### src/rtl/krb_pkg.sv
// Shared constants, types and register codes for the keyboard rollover report builder.
// Used by every module of the block; depends on nothing else.
`default_nettype none

package krb_pkg;

   localparam int KEY_COUNT    = 128;
   localparam int LAYER_COUNT  = 4;
   localparam int REPORT_SLOTS = 6;

   // Fixed by the field widths of the transactions.
   localparam int KEY_W    = 7;
   localparam int LAYER_W  = 2;
   localparam int CODE_W   = 8;
   localparam int ENTRY_W  = CODE_W + 1;
   localparam int OUT_SLOTS = 6;
   localparam int SLOT_CW  = $clog2(OUT_SLOTS);
   localparam int REQ_W    = 24;
   localparam int RSP_W    = 64;
   localparam int CSR_IDX_W = 2;

   localparam int KEY_AW    = $clog2(KEY_COUNT);
   localparam int MAP_DEPTH = LAYER_COUNT * KEY_COUNT;
   localparam int MAP_AW    = $clog2(MAP_DEPTH);

   localparam logic [LAYER_W-1:0] FN_LAYER = 2'd3;
   localparam int SHIFT_BASE = 32;
   localparam int ROWS       = 6;

   localparam logic [KEY_W-1:0]   CYCLE_KEY_RST = 7'd31;
   localparam logic [KEY_W-1:0]   FN_KEY_RST    = 7'd37;
   localparam logic [2:0]         CYCLED_RST    = 3'd3;
   localparam logic [CODE_W-1:0]  INJ_MOD_RST   = 8'd2;

   typedef enum logic [CSR_IDX_W-1:0] {
      CSR_CYCLE_KEY = 2'd0,
      CSR_FN_KEY    = 2'd1,
      CSR_CYCLED    = 2'd2,
      CSR_INJ_MOD   = 2'd3
   } csr_index_type;

   typedef enum logic [1:0] {
      ST_IDLE,
      ST_LOOKUP,
      ST_SLOT,
      ST_FINISH
   } state_type;

   typedef struct packed {
      logic [KEY_W-1:0]  cycle_key;
      logic [KEY_W-1:0]  fn_key;
      logic [2:0]        cycled_layers;
      logic [CODE_W-1:0] inj_mod;
   } cfg_type;

   typedef struct packed {
      logic             push;
      logic             remove;
      logic [KEY_W-1:0] key;
   } queue_cmd_type;

   typedef struct packed {
      logic [OUT_SLOTS-1:0]            vld;
      logic [OUT_SLOTS-1:0][KEY_W-1:0] key;
   } queue_view_type;

endpackage

`default_nettype wire

### src/rtl/krb_queue.sv
// Most-recent-first rollover queue of held key indexes, kept in flip-flops.
// Depends on krb_pkg for the slot count and the command and view structs.
`default_nettype none

module krb_queue (
   input  wire                     clock,
   input  wire                     reset,
   input  krb_pkg::queue_cmd_type  cmd,
   output krb_pkg::queue_view_type view
);
   import krb_pkg::*;

   logic [KEY_W-1:0]        key_ff [REPORT_SLOTS];
   logic [KEY_W-1:0]        key_in [REPORT_SLOTS];
   logic [REPORT_SLOTS-1:0] vld_ff;
   logic [REPORT_SLOTS-1:0] vld_in;

   always_comb begin
      logic upto;
      upto = 1'b0;
      key_in = key_ff;
      vld_in = vld_ff;
      if (cmd.push) begin
         for (int i = REPORT_SLOTS - 1; i > 0; i--) begin
            key_in[i] = key_ff[i-1];
            vld_in[i] = vld_ff[i-1];
         end
         key_in[0] = cmd.key;
         vld_in[0] = 1'b1;
      end else if (cmd.remove) begin
         // Every slot at or after the first match takes its successor; the last one is cleared.
         for (int i = 0; i < REPORT_SLOTS; i++) begin
            upto = upto | (vld_ff[i] && (key_ff[i] == cmd.key));
            if (upto) begin
               if (i == REPORT_SLOTS - 1) begin
                  vld_in[i] = 1'b0;
               end else begin
                  key_in[i] = key_ff[i+1];
                  vld_in[i] = vld_ff[i+1];
               end
            end
         end
      end
   end

   always_ff @(posedge clock) begin
      if (reset) begin
         vld_ff <= '0;
      end else begin
         vld_ff <= vld_in;
      end
   end

   always_ff @(posedge clock) begin
      key_ff <= key_in;
   end

   for (genvar g = 0; g < OUT_SLOTS; g++) begin : g_view
      if (g < REPORT_SLOTS) begin : g_live
         assign view.vld[g] = vld_ff[g];
         assign view.key[g] = key_ff[g];
      end else begin : g_dead
         assign view.vld[g] = 1'b0;
         assign view.key[g] = '0;
      end
   end

endmodule

`default_nettype wire

### config.mk
export PLATFORM = sky130hd
export DESIGN_NAME = krb_queue
export DESIGN_NICKNAME = d
export VERILOG_FILES = /design/src/rtl/krb_pkg.sv /design/src/rtl/krb_queue.sv
export SDC_FILE = /design/constraint.sdc
export NUM_CORES = 1
export LEC_CHECK = 0
export BUFFER_PORTS_ARGS = -buffer_cell sky130_fd_sc_hd__buf_2
export CORE_UTILIZATION = 45
export DETAILED_ROUTE_END_ITERATION = 10
export PLACE_DENSITY_LB_ADDON = 0.1
export SLEW_MARGIN = 0
export SYNTH_ARGS = -nofsm -noshare
export SYNTH_HDL_FRONTEND = slang
export SYNTH_SLANG_ARGS = --single-unit
export TNS_END_PERCENT = 1
### constraint.sdc
create_clock -name clock -period 2.3 [get_ports clock]
set_input_delay 0.115 -clock clock [delete_from_list [all_inputs] [get_ports clock]]
set_output_delay 0.115 -clock clock [all_outputs]
set_load 0.03 [all_outputs]
==> summary.md <==
| Metric | Value |
|---|---|
| Arrival time reported for the critical path endpoint | approximately 2.1 ns |
| Setup bufs post-CTS | 0 |
| Max VDD drop | ~290 µV |
| N_diodes | 0 |
| Time the final worst path needs with I/O delays and setup | 2.09 ns |
| Unrepaired setup endpoints after global routing | no |
| Internal cell power | 1.47 mW |
| Average instance area after synthesis | 13.2 µm² |
| Stage delay of the slowest cell on the critical path | 0.43 ns |
| Via density per instance | 5.21 |
| Buffer and inverter count on the worst path | 1 |
| FF+latch count, synth | 48 |
| Share of cells above drive strength 1 | 44.3% |
| CTS tree | yes |
| Via count of the routed design | 1705 |
| Total negative setup slack | 0 ns |
| Global-route wire length before repair | 9690 µm |
| Number of DRC violations after detailed-routing iteration 0 | 97 |
| Highest attainable clock frequency | between 400 and 500 MHz |
| Synthesized instance count | 195 |
| Critical Path Fanout Max | 6 |
| Family with the most delay on the worst path | simple AND/OR/NAND/NOR gates |
| Overall fraction of global-route tracks in use | 21.4% |
| Slew Limit Fails | 0 |
| Startpoint Class | flop |
| Hold buffers post-CTS | 0 |
| Power after layout | 2.09 mW |
| Kind of end point of the critical path | flop |
| Cell area after synthesis | 0.00258 mm² |
| Deepest level of the CTS H-tree | 2 |
| Sum of net half-perimeters after detailed placement | around 4400 µm |
| 1st-pass router iterations | 4 |
| Maximum number of pins on one net before global-route repair | 21 |
| Largest clock skew in the final design | 0.0104 ns |
| Part of the total power dissipated in the clock network | 26.4% |
| Max-slew headroom at the worst pin | 70.9% |
| Final hold violations | 0 |
| Pre-CTS worst setup slack | ~0.21 ns |
| CTS root buffer | sky130_fd_sc_hd__clkbuf_8 |
| Transition at the pin with the smallest max-transition slack | 0.432 ns |
| Leakage Power | approximately 1.2 nW |
| Number of violations of the max-capacitance limit | 0 |
| Sw Ratio | 29.6% |
| Die W | 77.7 µm |
| Gr ovfl total | 0 |
| Slowest library cell on the worst path | sky130_fd_sc_hd__edfxtp_1 |
| Clock insertion delay at the later pin of the skew report | 0.30 ns |
| Layout area overhead | 17.9% |
| Count of fill cells added during filler insertion | 460 |
| Die area | 0.00604 mm² |
| Cell row count | 27 |
| Num CTS Buffers | 5 |
| Total wire length after detailed routing | 5940 µm |
| Post-synthesis cell type count | 32 |
| Switch Pwr | 0.620 mW |
| Total power divided by cell area | 687 mW/mm² |
| Share of total power in combinational logic | about a fifth |
| Setup Viol. Count Final | 0 |
| Share of total power in sequential cells | 52.8% |
| Floorplan Core Area | 0.00551 mm² |
| Final clock period utilization by the worst path | 90.8% |
| Warning count from the yosys run | 0 |
| Initial antenna violation count | 0 |
| Clock slew at the register clock pins of the worst setup and hold paths | roughly 0.090 ns |
| Wire length per cell | 18.2 µm |
| Minimum setup slack in the final design | 0.212 ns |
| Vertical die dimension | ~78 µm |
| Required time of the critical path | about 2.3 ns |
| Number of global-route vias before repair | 1720 |
| Min-delay worst type | in -> reg |
| Seq/Total Area, Yosys | 53.5% |
| RePlAce Congestion | roughly 0.8 |
| # clock sinks | 48 |
| Outcome | finished, final reports clean |
| Resized Gates After CTS | 0 |
| Nets in the synthesized netlist | ~200 |
| Number of top-level pins | 59 |
| Final core utilization | 55.3% |
| Crit path kind | reg -> reg |
| NumNets Final | 265 |
| Port bufs | 58 |
| Antenna-violating nets left | 0 |
| Number of design rule violations left after detail routing | 0 |
| Buffers from clock root to sink, at most | 2 |
| Cell-by-cell listing of the critical path | xor2_1 > nor4_1 > nand4_1 > and4_4 > o21ai_1 > buf_4 |
| Effective utilization at floorplan | 46.9% |
-- kinds of logic (layout without fill, tap and decap cells) --
logic type,Yosys count,count (layout),synth area share [%]
flops,48,48,53.5
xor+xnor,42,42,14.3
mux,37,37,16.1
simple gates,31,31,6.98
compound gates,19,19,5.72
buf+inv,18,78,3.44
-- power by group through the flow --
| stage | combinational [mW] | clock (mW) | sequential [mW] |
|---|---|---|---|
| 2_1_floorplan | 0.196 | 0 | 1.23 |
| 3_3_place_gp | 0.437 | 0 | 1.12 |
| 3_5_place_dp | 0.434 | 0 | 1.13 |
| 4_1_cts | 0.437 | 0.565 | 1.11 |
| 5_1_grt | 0.465 | 0.611 | 1.12 |
| 6_report | 0.435 | 0.552 | 1.10 |
-- flip-flops by register name, indices dropped and copies added, names as in the netlist --
| register | flops |
|---|---|
| vld_ff | 6 |
| view | 42 |
-- area by class of cell --
class | count | area, µm² | area share (%)
flip-flops and latches | 48 | 1380 | 45.4
clock buffers | 8 | 100 | 3.29
well taps | 72 | 90.1 | 2.96
multi-input cells | 129 | 1110 | 36.5
repair buffers | 65 | 343 | 11.3
inverters | 5 | 18.8 | 0.617
-- placed cells by master (no fill, tap or decap), drive strengths merged, types with 2 or more instances in the layout --
cell type,instances
a211oi,2
a21oi,3
and2,8
buf,65
clkbuf,8
dfxtp,6
edfxtp,42
inv,5
mux2,35
mux2i,2
nand2,4
nand4,4
nor2,4
nor4,8
o21ai,4
xnor2,6
xor2,36
-- routing by layer --
layer  global-route usage (%)  share of wire [%]  vias to the layer above  routed length [µm]
met4                     5.09               0.96                        0                  57
met3                     4.35                4.5                        6                 268
li1                         -                  -                      829                   -
met1                     31.5                 48                      823                2840
met5                        0                  0                        -                   0
met2                     32.2                 47                       47                2770
-- worst register-to-register path, cell delays in order, from the launching register on --
cell,delay (ns)
sky130_fd_sc_hd__edfxtp_1,0.43
sky130_fd_sc_hd__xor2_1,0.19
sky130_fd_sc_hd__nor4_1,0.38
sky130_fd_sc_hd__nand4_1,0.24
sky130_fd_sc_hd__and4_4,0.24
sky130_fd_sc_hd__o21ai_1,0.18
sky130_fd_sc_hd__buf_4,0.18
-- synth_stat cells, drive strengths merged --
master	number	area share [%]
nand4	4	0.97
mux2i	2	0.78
or2	1	0.24
edfxtp	42	49
nor4	8	1.9
nand2	4	0.58
a31oi	1	0.24
mux2	35	15
and2	8	2.0
o211a	1	0.39
buf	7	1.8
inv	5	0.73
a22oi	1	0.48
nor2	4	0.58
o21ai	4	0.78
o21a	1	0.29
xnor2	6	2.0
dfxtp	6	4.7
a41oi	1	0.34
o221a	1	0.44
and4	1	0.44
a21oi	3	0.58
a2bb2oi	1	0.34
xor2	36	12
clkbuf	6	0.87
and3	1	0.24
a211oi	2	0.58
a21o	1	0.29
a221oi	1	0.58
a21bo	1	0.39
-- through the flow --
stage | std cells | cell area [µm²] | hold WS (ns)
final | 327 | 3040 | 0.0484
after floorplan | 195 | 2580 | 0.181
after detailed placement | 319 | 2940 | 0.367
after global routing | 327 | 3040 | 0.0397
after global placement | 319 | 2940 | 0.363
after CTS | 327 | 3040 | 0.0432
-- final timing paths --
path | startpoint | to | slack, ns | cells after the start
max | view[2] | view[21] | 0.21 | 6
min | reset | vld_ff[3] | 0.05 | 2
max reg2reg | view[2] | view[21] | 0.21 | 6
min reg2reg | vld_ff[5] | vld_ff[5] | 0.51 | 2
(Power assumes the default switching activity.)
